**config.mk**
```make
export PLATFORM = sky130hd
export DESIGN_NAME = sorted_multilist_node_manager_flat
export DESIGN_NICKNAME = d
export VERILOG_FILES = /design/src/hw/rtl/smnm_pkg.sv /design/src/hw/rtl/smnm_if.sv /design/src/hw/rtl/sorted_multilist_node_manager.sv /design/src/flat_wrapper.sv
export SDC_FILE = /design/constraint.sdc
export NUM_CORES = 1
export LEC_CHECK = 0
export BUFFER_PORTS_ARGS = -buffer_cell sky130_fd_sc_hd__buf_2
export CORE_MARGIN = 3
export CORE_UTILIZATION = 55
export CTS_BUF_LIST = sky130_fd_sc_hd__clkbuf_2 sky130_fd_sc_hd__clkbuf_4 sky130_fd_sc_hd__clkbuf_8
export CTS_CLUSTER_DIAMETER = 60
export DETAILED_ROUTE_END_ITERATION = 10
export GPL_ROUTABILITY_DRIVEN = 0
export PLACE_DENSITY = 0.71
export SYNTH_ARGS = -nofsm -noshare
export SYNTH_HDL_FRONTEND = slang
export SYNTH_SLANG_ARGS = --single-unit
```
**constraint.sdc**
```tcl
create_clock -name i_clk -period 7.7 [get_ports i_clk]
set_input_delay 0.385 -clock i_clk [delete_from_list [all_inputs] [get_ports i_clk]]
set_output_delay 0.385 -clock i_clk [all_outputs]
set_load 0.03 [all_outputs]
```
**src/hw/rtl/smnm_pkg.sv**
```systemverilog
// shared constants, codes and helpers of the sorted multi-list node manager
`timescale 1ns / 1ps

package smnm_pkg;

    localparam int NODES    = 16;
    localparam int LISTS    = 16;
    localparam int KEY_BITS = 16;

    // port field widths
    localparam int OP_W     = 3;
    localparam int ID_W     = 5;
    localparam int KEYIN_W  = 16;
    localparam int STATUS_W = 2;
    localparam int VALUE_W  = 5;

    // node numbers run 1..NODES, zero is the null link
    localparam int NODE_W = $clog2(NODES + 1);
    localparam int IDX_W  = (NODES > 1) ? $clog2(NODES) : 1;
    localparam int LIST_W = $clog2(LISTS + 1);
    localparam int LIDX_W = (LISTS > 1) ? $clog2(LISTS) : 1;

    typedef logic [NODE_W-1:0]          t_node;
    typedef logic [IDX_W-1:0]           t_idx;
    typedef logic signed [KEY_BITS-1:0] t_key;

    typedef enum logic [OP_W-1:0] {
        OP_CREATE  = 3'd0,
        OP_INSERT  = 3'd1,
        OP_DELETE  = 3'd2,
        OP_COUNT   = 3'd3,
        OP_TOTAL   = 3'd4,
        OP_COMPACT = 3'd5,
        OP_NOP6    = 3'd6,
        OP_NOP7    = 3'd7
    } t_op;

    typedef enum logic [STATUS_W-1:0] {
        ST_OK       = 2'd0,
        ST_NO_MEM   = 2'd1,
        ST_NO_LIST  = 2'd2,
        ST_NO_KEY   = 2'd3
    } t_status;

    // node number to store index
    function automatic t_idx node_idx(input t_node n);
        t_node m;
        m = n - t_node'(1);
        return m[IDX_W-1:0];
    endfunction

    // port key to stored key width, sign extended or truncated
    function automatic t_key key_in(input logic signed [KEYIN_W-1:0] k);
        logic signed [KEYIN_W+KEY_BITS-1:0] w;
        w = (KEYIN_W + KEY_BITS)'(k);
        return w[KEY_BITS-1:0];
    endfunction

endpackage

```
**src/hw/rtl/smnm_if.sv**
```systemverilog
// valid/ready channels for commands and responses
`timescale 1ns / 1ps

interface smnm_in_if;
    import smnm_pkg::*;
    logic                       valid;
    logic                       ready;
    logic [OP_W-1:0]            opcode;
    logic [ID_W-1:0]            list_id;
    logic signed [KEYIN_W-1:0]  key;

    modport source (output valid, output opcode, output list_id, output key, input ready);
    modport sink   (input valid, input opcode, input list_id, input key, output ready);
endinterface

interface smnm_out_if;
    import smnm_pkg::*;
    logic                valid;
    logic                ready;
    logic [STATUS_W-1:0] status;
    logic [VALUE_W-1:0]  value;

    modport source (output valid, output status, output value, input ready);
    modport sink   (input valid, input status, input value, output ready);
endinterface

```
**src/hw/rtl/sorted_multilist_node_manager.sv**
```systemverilog
// top level of the sorted multi-list node manager
`timescale 1ns / 1ps

// Keeps up to LISTS ascending singly linked key lists in a store of NODES
// nodes with a LIFO free chain; one command in, one response out. The block
// handles one command at a time under a small sequencer that reads one node
// per cycle: create, total and unknown opcodes pass through the start state
// straight to the response, insert, delete and count first walk the node
// links of their list, and compaction scans every slot to rebuild the free
// chain in ascending slot order. Node slot numbers are never visible at the
// ports, so compaction keeps list nodes in place and only reorders the free
// chain. The response sits in an output register, so the next command is
// taken as soon as the sequencer is back in idle.
module sorted_multilist_node_manager
    import smnm_pkg::*;
(
    input  logic        i_clk,
    input  logic        i_rst_n,
    smnm_in_if.sink     i_cmd,
    smnm_out_if.source  o_rsp
);

    typedef enum logic [2:0] {
        S_IDLE,
        S_START,
        S_INS,
        S_DEL,
        S_CNT,
        S_CMP,
        S_RESP
    } t_state;

    t_state r_state;

    // node store and list heads
    t_key                r_key  [NODES];
    t_node               r_next [NODES];
    logic [NODES-1:0]    r_used;
    t_node               r_head [LISTS];
    t_node               r_free_head;
    t_node               r_free_cnt;
    t_node               r_used_cnt;
    logic [LIST_W-1:0]   r_lists;

    // latched command
    t_op                 r_op;
    logic [ID_W-1:0]     r_id;
    t_key                r_kin;

    // walk registers
    t_node               r_cur;
    t_node               r_prv;
    t_node               r_new;
    t_node               r_cnt;
    t_idx                r_slot;
    t_node               r_fh;
    logic [LIDX_W-1:0]   r_hidx;

    // pending response and output register
    t_status             r_st;
    logic [VALUE_W-1:0]  r_val;
    logic                r_ovalid;
    t_status             r_ostat;
    logic [VALUE_W-1:0]  r_oval;

    // combinational views
    logic                id_ok;
    logic [LIDX_W-1:0]   hidx;
    logic                have;
    t_idx                cur_i;
    t_idx                fh_i;
    t_idx                slot_node;
    t_node               slot_num;

    always_comb begin
        logic [ID_W-1:0] idm;
        idm   = r_id - ID_W'(1);
        id_ok = (r_id != '0) && (int'(r_id) <= LISTS);
        hidx  = LIDX_W'(idm);
        have  = id_ok && (r_head[hidx] != '0);
    end

    assign cur_i     = node_idx(r_cur);
    assign fh_i      = node_idx(r_free_head);
    assign slot_node = r_slot;
    assign slot_num  = t_node'(r_slot) + t_node'(1);

    assign i_cmd.ready  = (r_state == S_IDLE);
    assign o_rsp.valid  = r_ovalid;
    assign o_rsp.status = r_ostat;
    assign o_rsp.value  = r_oval;

    always_ff @(posedge i_clk) begin
        if (!i_rst_n) begin
            r_state     <= S_IDLE;
            r_used      <= '0;
            r_free_head <= t_node'(1);
            r_free_cnt  <= t_node'(NODES);
            r_used_cnt  <= '0;
            r_lists     <= '0;
            r_ovalid    <= 1'b0;
            for (int i = 0; i < NODES; i++) begin
                r_next[i] <= (i + 1 < NODES) ? t_node'(i + 2) : '0;
            end
            for (int j = 0; j < LISTS; j++) begin
                r_head[j] <= '0;
            end
        end else begin
            // the response state reloads the output register itself
            if (o_rsp.valid && o_rsp.ready && r_state != S_RESP) begin
                r_ovalid <= 1'b0;
            end
            case (r_state)
                S_IDLE: begin
                    if (i_cmd.valid) begin
                        r_op    <= t_op'(i_cmd.opcode);
                        r_id    <= i_cmd.list_id;
                        r_kin   <= key_in(i_cmd.key);
                        r_state <= S_START;
                    end
                end

                S_START: begin
                    r_hidx <= hidx;
                    case (r_op)
                        OP_CREATE: begin
                            r_state <= S_RESP;
                            if (int'(r_lists) >= LISTS || r_free_cnt == '0) begin
                                r_st  <= ST_NO_MEM;
                                r_val <= '0;
                            end else begin
                                // take the free head as the sole node of the new list
                                r_st           <= ST_OK;
                                r_free_head    <= r_next[fh_i];
                                r_used[fh_i]   <= 1'b1;
                                r_key[fh_i]    <= r_kin;
                                r_next[fh_i]   <= '0;
                                r_head[r_lists[LIDX_W-1:0]] <= r_free_head;
                                r_lists        <= r_lists + LIST_W'(1);
                                r_free_cnt     <= r_free_cnt - t_node'(1);
                                r_used_cnt     <= r_used_cnt + t_node'(1);
                                r_val          <= VALUE_W'(r_lists + LIST_W'(1));
                            end
                        end
                        OP_INSERT: begin
                            r_val <= '0;
                            if (!have) begin
                                r_st    <= ST_NO_LIST;
                                r_state <= S_RESP;
                            end else if (r_free_cnt == '0) begin
                                r_st    <= ST_NO_MEM;
                                r_state <= S_RESP;
                            end else begin
                                r_st         <= ST_OK;
                                r_new        <= r_free_head;
                                r_free_head  <= r_next[fh_i];
                                r_used[fh_i] <= 1'b1;
                                r_key[fh_i]  <= r_kin;
                                r_free_cnt   <= r_free_cnt - t_node'(1);
                                r_used_cnt   <= r_used_cnt + t_node'(1);
                                r_cur        <= r_head[hidx];
                                r_prv        <= '0;
                                r_state      <= S_INS;
                            end
                        end
                        OP_DELETE: begin
                            r_val <= '0;
                            if (!have) begin
                                r_st    <= ST_NO_LIST;
                                r_state <= S_RESP;
                            end else begin
                                r_st    <= ST_OK;
                                r_cur   <= r_head[hidx];
                                r_prv   <= '0;
                                r_state <= S_DEL;
                            end
                        end
                        OP_COUNT: begin
                            r_val <= '0;
                            if (!have) begin
                                r_st    <= ST_NO_LIST;
                                r_state <= S_RESP;
                            end else begin
                                r_st    <= ST_OK;
                                r_cur   <= r_head[hidx];
                                r_cnt   <= '0;
                                r_state <= S_CNT;
                            end
                        end
                        OP_TOTAL: begin
                            r_st    <= ST_OK;
                            r_val   <= VALUE_W'(r_used_cnt);
                            r_state <= S_RESP;
                        end
                        OP_COMPACT: begin
                            // scan slots from the top down
                            r_st    <= ST_OK;
                            r_val   <= '0;
                            r_slot  <= t_idx'(NODES - 1);
                            r_fh    <= '0;
                            r_state <= S_CMP;
                        end
                        default: begin
                            r_st    <= ST_OK;
                            r_val   <= '0;
                            r_state <= S_RESP;
                        end
                    endcase
                end

                S_INS: begin
                    // stop before the first larger key
                    if (r_cur == '0 || (r_kin < r_key[cur_i])) begin
                        r_next[node_idx(r_new)] <= r_cur;
                        if (r_prv != '0) begin
                            r_next[node_idx(r_prv)] <= r_new;
                        end else begin
                            r_head[r_hidx] <= r_new;
                        end
                        r_state <= S_RESP;
                    end else begin
                        r_prv <= r_cur;
                        r_cur <= r_next[cur_i];
                    end
                end

                S_DEL: begin
                    if (r_cur == '0) begin
                        r_st    <= ST_NO_KEY;
                        r_state <= S_RESP;
                    end else if (r_key[cur_i] == r_kin) begin
                        // unlink, then push onto the free chain
                        if (r_prv != '0) begin
                            r_next[node_idx(r_prv)] <= r_next[cur_i];
                        end else begin
                            r_head[r_hidx] <= r_next[cur_i];
                        end
                        r_next[cur_i] <= r_free_head;
                        r_used[cur_i] <= 1'b0;
                        r_free_head   <= r_cur;
                        r_free_cnt    <= r_free_cnt + t_node'(1);
                        r_used_cnt    <= r_used_cnt - t_node'(1);
                        r_state       <= S_RESP;
                    end else begin
                        r_prv <= r_cur;
                        r_cur <= r_next[cur_i];
                    end
                end

                S_CNT: begin
                    if (r_cur == '0) begin
                        r_val   <= VALUE_W'(r_cnt);
                        r_state <= S_RESP;
                    end else begin
                        r_cnt <= r_cnt + t_node'(1);
                        r_cur <= r_next[cur_i];
                    end
                end

                S_CMP: begin
                    // link each unused slot ahead of the chain built so far
                    if (!r_used[slot_node]) begin
                        r_next[slot_node] <= r_fh;
                        r_fh              <= slot_num;
                    end
                    if (r_slot == '0) begin
                        r_free_head <= r_used[slot_node] ? r_fh : slot_num;
                        r_state     <= S_RESP;
                    end else begin
                        r_slot <= r_slot - t_idx'(1);
                    end
                end

                S_RESP: begin
                    if (!r_ovalid || o_rsp.ready) begin
                        r_ovalid <= 1'b1;
                        r_ostat  <= r_st;
                        r_oval   <= r_val;
                        r_state  <= S_IDLE;
                    end
                end

                default: begin
                    r_state <= S_IDLE;
                end
            endcase
        end
    end

endmodule
```
**src/flat_wrapper.sv**
```systemverilog
// flat-port wrapper written by rule: the top's interface ports become plain ports
module sorted_multilist_node_manager_flat import smnm_pkg::*;
  (i_clk, i_rst_n, i_cmd_valid, i_cmd_opcode, i_cmd_list_id, i_cmd_key, i_cmd_ready, o_rsp_valid, o_rsp_status, o_rsp_value, o_rsp_ready);
  smnm_in_if i_cmd_i ();
  smnm_out_if o_rsp_i ();
  input  logic i_clk;
  input  logic i_rst_n;
  input wire logic [$bits(i_cmd_i.valid)-1:0] i_cmd_valid;
  input wire logic [$bits(i_cmd_i.opcode)-1:0] i_cmd_opcode;
  input wire logic [$bits(i_cmd_i.list_id)-1:0] i_cmd_list_id;
  input wire logic [$bits(i_cmd_i.key)-1:0] i_cmd_key;
  output wire logic [$bits(i_cmd_i.ready)-1:0] i_cmd_ready;
  output wire logic [$bits(o_rsp_i.valid)-1:0] o_rsp_valid;
  output wire logic [$bits(o_rsp_i.status)-1:0] o_rsp_status;
  output wire logic [$bits(o_rsp_i.value)-1:0] o_rsp_value;
  input wire logic [$bits(o_rsp_i.ready)-1:0] o_rsp_ready;
  assign i_cmd_i.valid = i_cmd_valid;
  assign i_cmd_i.opcode = i_cmd_opcode;
  assign i_cmd_i.list_id = i_cmd_list_id;
  assign i_cmd_i.key = i_cmd_key;
  assign i_cmd_ready = i_cmd_i.ready;
  assign o_rsp_valid = o_rsp_i.valid;
  assign o_rsp_status = o_rsp_i.status;
  assign o_rsp_value = o_rsp_i.value;
  assign o_rsp_i.ready = o_rsp_ready;
  sorted_multilist_node_manager u_core (.i_clk(i_clk), .i_rst_n(i_rst_n), .i_cmd(i_cmd_i), .o_rsp(o_rsp_i));
endmodule
```
# Word level (Yosys, flattened, before mapping)
# Memories as Yosys holds them, arrays and structs flattened.
# Cells that the tools add are included.
# word_totals
regBits	111
ram_bits	416
inputBits	28
out_inout_bits	9
wordCells	298
mem_count	3
# op_classes
n_addsub	13
magnitude_cmp	8
eq_ne	38
muxes	157
bitwise	11
n_reduce_logical	47
# memory_table
memory	words	width	read_ports	rd_clocked_by_memory_dff	wr	line_no	source
u_core.r_key	16	16	1	0	1	sorted_multilist_node_manager.sv:36	t_key r_key [NODES];
u_core.r_head	16	5	1	0	16	sorted_multilist_node_manager.sv:39	t_node r_head [LISTS];
u_core.r_next	16	5	2	0	16	sorted_multilist_node_manager.sv:37	t_node r_next [NODES];
# op_table
operator	n
2-to-1 mux 5 bit	44
one-hot mux 5 bit (2 select lines)	11
2-to-1 mux 16 bit	6
one-hot mux 16 bit (2 select lines)	2
2-to-1 mux 1 bit	60
2-to-1 mux 4 bit	9
OR reduction 5 bit	7
2-to-1 mux 3 bit	10
one-hot mux 5 bit (3 select lines)	2
subtractor 4 x 1 -> 4 bit, second input constant	6
one-hot mux 3 bit (7 select lines)	1
adder 5 x 1 -> 5 bit, second input constant	4
one-hot mux 5 bit (4 select lines)	1
!= test 3 bit, second input constant	6
AND reduction 3 bit	6
bitwise AND 16 bit	1
== test 16 bit	1
< comparator 16 bit	1
!= test 2 x 1 -> 1 bit, second input constant	8
inverter 16 bit	1
bitwise OR 16 bit	1
== test 3 bit, second input constant	5
< comparator 4 x 5 -> 1 bit, second input constant	3
nonzero test 5 bit	3
39 further kinds	75

# Longest topological paths before layout
# An unclocked memory read counts as a cell.
# depth
depth_word	13
ltp_mapped	23
depth_no_buf	17

# Worst setup path after synthesis
# No wires, ideal clock.
# synth_path
kind	flip-flop to flip-flop
startpoint	register u_core.r_cur[0]
endpoint	memory u_core.r_next[11][0] (netlist name) (enable)
setup_ps	319
t_arrival_ps	5657
required_ps	7381
path_slack_ps	1724
stages_incl_launch_ff	21
n_path_buf	9
synth_period_minus_slack_ps	5976
path_cell_list	edfxtp_1 > buf_2 > buf_2 > inv_1 > ha_1 > buf_1 > clkbuf_1 > clkbuf_1 > mux4_2 > mux4_2 > ha_1 > nand4_1 > nor4_4 > and3_1 > buf_2 > a21oi_1 > buf_2 > buf_2 > or4_1 > clkbuf_1 > nand3_1
# synth_rtl
element	line_no	source
start: declaration	sorted_multilist_node_manager.sv:51	t_node r_cur;
start signal: assignment	sorted_multilist_node_manager.sv:161	r_cur <= r_head[hidx];
start signal: assignment	sorted_multilist_node_manager.sv:173	r_cur <= r_head[hidx];
start signal: assignment	sorted_multilist_node_manager.sv:185	r_cur <= r_head[hidx];
end: declaration	sorted_multilist_node_manager.sv:37	

==> results.md <==
* Synth Area in Adders at 2.41%
* CP max-delay cell: mux2i_1
* DRC at 0
* Post-cts hold buffer count at 24
* Number of vias per cell at 6.51
* Compound-Gate Fraction of Synth Area at 7.97%
* Met1 GRT Util at 35.9%
* # Post-CTS Setup Buffers at 0
* GRT busiest layer: met2
* Sequential fraction of the synthesis area at 60.4%
* Top post-synthesis cells by count: edfxtp_1, nand2_1, nor2_1
* Grt ovf at 0
* Initial Util at 56.0%
* Pre-antenna DRT Iters at 5
* FMAX at 159 MHz
* Critical path capture point type: register
* Avg Synthesized Cell Area at 13.7 µm²
* Worst Setup SP: u_core.r_cur[1]
* Iter 0 DRT Violations at 2,439
* Share of the synthesized area in the top cell type at 57.3%
* Main combinational cell family by area after synthesis: multiplexers
* Yosys reg bits at 527
* CTS sink count at 527
* ANT nets after route at 0
* Total wire length at 66,300 µm
* Xor and xnor fraction of the mapped netlist area at 1.38%
* Post-Synth Simple-Gate Area at 11.4%
* Fin util at 62.2%
* Outcome: complete, no violations
* Most used cell, CP: ha_1
* Die Y at 221 µm
* Multiplexer share of the synthesized area at 13.7%
* Nets@finish at 2,023
* Fin cells at 2,614
* Fill cell count at 3,370
* Critical Path RT at 8.07 ns
* Total die area at 49,000 µm²
* Final worst slack at 1.43 ns
* Post-Syn Area at 25,500 µm²
* Chip width at 221 µm
* Total CTS buffers at 83
* Clock-pin slew on the worst setup and hold paths at 0.07 ns
* R2R setup slack at 1.43 ns
* Area grow syn2layout at 11.0%
* Area of the multi-input gates at 9510 µm²
* Largest net degree at the start of global routing at 91
* Cell variety after synth at 91
* FF-to-FF path depth at 16
* Crit path time final at 6.27 ns
* RSZ-0062 raised after global routing: no
* Ant diodes at 0
* CP Capture Point: u_core.r_next[6][2]
* Vias in the first global route at 16,678
* Post-DP HPWL at 42,600 µm
* Initial antenna violation count at 0
* Slew Limit Headroom at 17.6%
* TritonCTS clock tree: yes
* Number of flops mapped to enable cells by yosys at 487
* H-tree depth at 3
* Num rows at 78
* Storage cell area at 15,400 µm²
* Fin Hold WS at 0.114 ns
* Via Count at 17,007
* Endpoints failing setup at 0
* Synth Flop Type: edfxtp_1
* Ys async rst share at 0%
* Startpoint Class: register
* Global Route met2 Usage at 43.9%
* Period utilization at 81.5%
* Hold WC Path Type: primary input to register
* Layout cell share with drive strength beyond 1 at 20.5%
* R2r startpoint: u_core.r_cur[1]
* Dpl ws at 1.52 ns
* GRT Resource Usage Total at 26.9%
* First-pass GRT wire length at 101,000 µm
* DR WL/cell at 25.4 µm
* Crit-path max FO at 12
* Peak supply drop at 0.000240 V
* Met3 Use GR at 5.60%
* Largest area contributor in the netlist: edfxtp_1
* Clock tree buffer depth at 3
* Clock root buffer: clkbuf_8
* Gate Count Post-Synth at 1,866
* Top post-synthesis cells by area: edfxtp_1, mux4_2, dfxtp_1
* CTS resizes at 0
* Clock Latency Late Sink at 0.68 ns
* YS warnings at 0
* MaxCap Viol Count at 0
* Core footprint at 45,600 µm²
* Count leader, synth: edfxtp_1
* Worst path cell trace: inv_1 > ha_1 > xnor2_2 > buf_4 > nand2_1 > a311oi_1 > o31ai_1 > a211oi_1 > a31oi_1 > ha_1 > nand4_1 > nor4_4 > nand3_1 > nor2_2 > mux2i_1 > o32ai_1
* Placed cell count at 2,438
* Worst Skew at 0.0317 ns
* Worst-margin pin slew at 1.23 ns
* Final hold viol count at 0
* Pwr/cell area at 301 nW/µm²
* Ports at 37
* TNS Setup at 0 ns
* Leak Pwr at 0.00959 µW
* Max Transition Viols Final at 0
* Worst setup path class: register to register
* Port bufs at 36
* Syn_nets at 1,942
* Largest incremental delay on the critical path at 0.98 ns
* R2R Path End: u_core.r_next[6][2]
* WP data arrival at 6.64 ns
placed cells by master (no fill, tap or decap), types with 30 or more instances in the layout:
cell	n
mux4_2	130
nor2_1	164
o22ai_1	30
inv_1	49
nand3_1	55
o21ai_0	37
dfxtp_1	39
buf_4	50
edfxtp_1	487
nand2_1	199
mux2i_1	48
buf_2	36
a21oi_1	42
ha_1	45
clkbuf_8	88
nor3_1	34
stage by stage:
stage	instance area [µm²]	total power, µW
6_report	28300	8530
5_1_grt	28300	8900
4_1_cts	28300	8530
3_5_place_dp	26500	6200
3_3_place_gp	26500	6160
2_1_floorplan	25500	5380
power by group:
group | leakage [µW] | internal, µW | switching [µW]
logic | 0.00392 | 1120 | 1610
clock network | 0.000867 | 1230 | 1110
registers | 0.00481 | 3290 | 183
layout make-up:
type	instances	share of cell area [%]
clock buffers	107	4.78
clock inverters	45	0.963
repair buffers	111	2.88
multi-input cells	1171	33.6
well taps	600	2.65
flip-flops and latches	527	54.5
inverters	53	0.702
layer usage:
metal	wire length (µm)	share of wire, %	vias up
met1	25200	38	8299
li1	-	-	7456
met3	6250	9.4	225
met4	2710	4.1	0
met2	32100	48	1027
met5	0	0	-
worst min-delay path by stage:
stage,from,endpoint,slack [ns],cells after the start
after floorplan,u_core.r_st[0],u_core.o_rsp.status[0],0.40,0
after global placement,u_core.r_val[0],u_core.o_rsp.value[0],0.41,0
after detailed placement,u_core.r_st[0],u_core.o_rsp.status[0],0.40,0
after CTS,o_rsp_ready,u_core.o_rsp.valid,0.08,3
after global routing,o_rsp_ready,u_core.o_rsp.valid,0.08,3
final,o_rsp_ready,u_core.o_rsp.valid,0.11,3
worst max-delay path: cells and delay by family (launching register included):
| kind | cells | cell delay, ns |
|---|---|---|
| DFF | 1 | 0.53 |
| xor gates and xnor gates | 1 | 0.51 |
| muxes | 1 | 0.98 |
| buffers and inverters | 2 | 0.51 |
| adders and majority gates | 2 | 0.66 |
| AOI/OAI and AO/OA | 5 | 1.06 |
| and+or+nand+nor | 5 | 1.72 |
registers in the layout, indices dropped and copies added, names as in the netlist, 16 cells and up:
register / cells
u_core.r_head: 80
u_core.r_key: 256
u_core.r_used: 16
u_core.r_kin: 16
u_core.r_next: 80
logic make-up (layout without fill, tap and decap cells):
logic type | count (synthesis) | after routing
AND/OR/NAND/NOR | 611 | 611
flip-flops | 527 | 527
AO/OA/AOI/OAI | 289 | 289
multiplexers | 185 | 185
buffers and inverters | 168 | 316
adder cells (fa/ha/maj) | 48 | 48
XOR/XNOR | 38 | 38
Power figures use the tool's default switching activity.
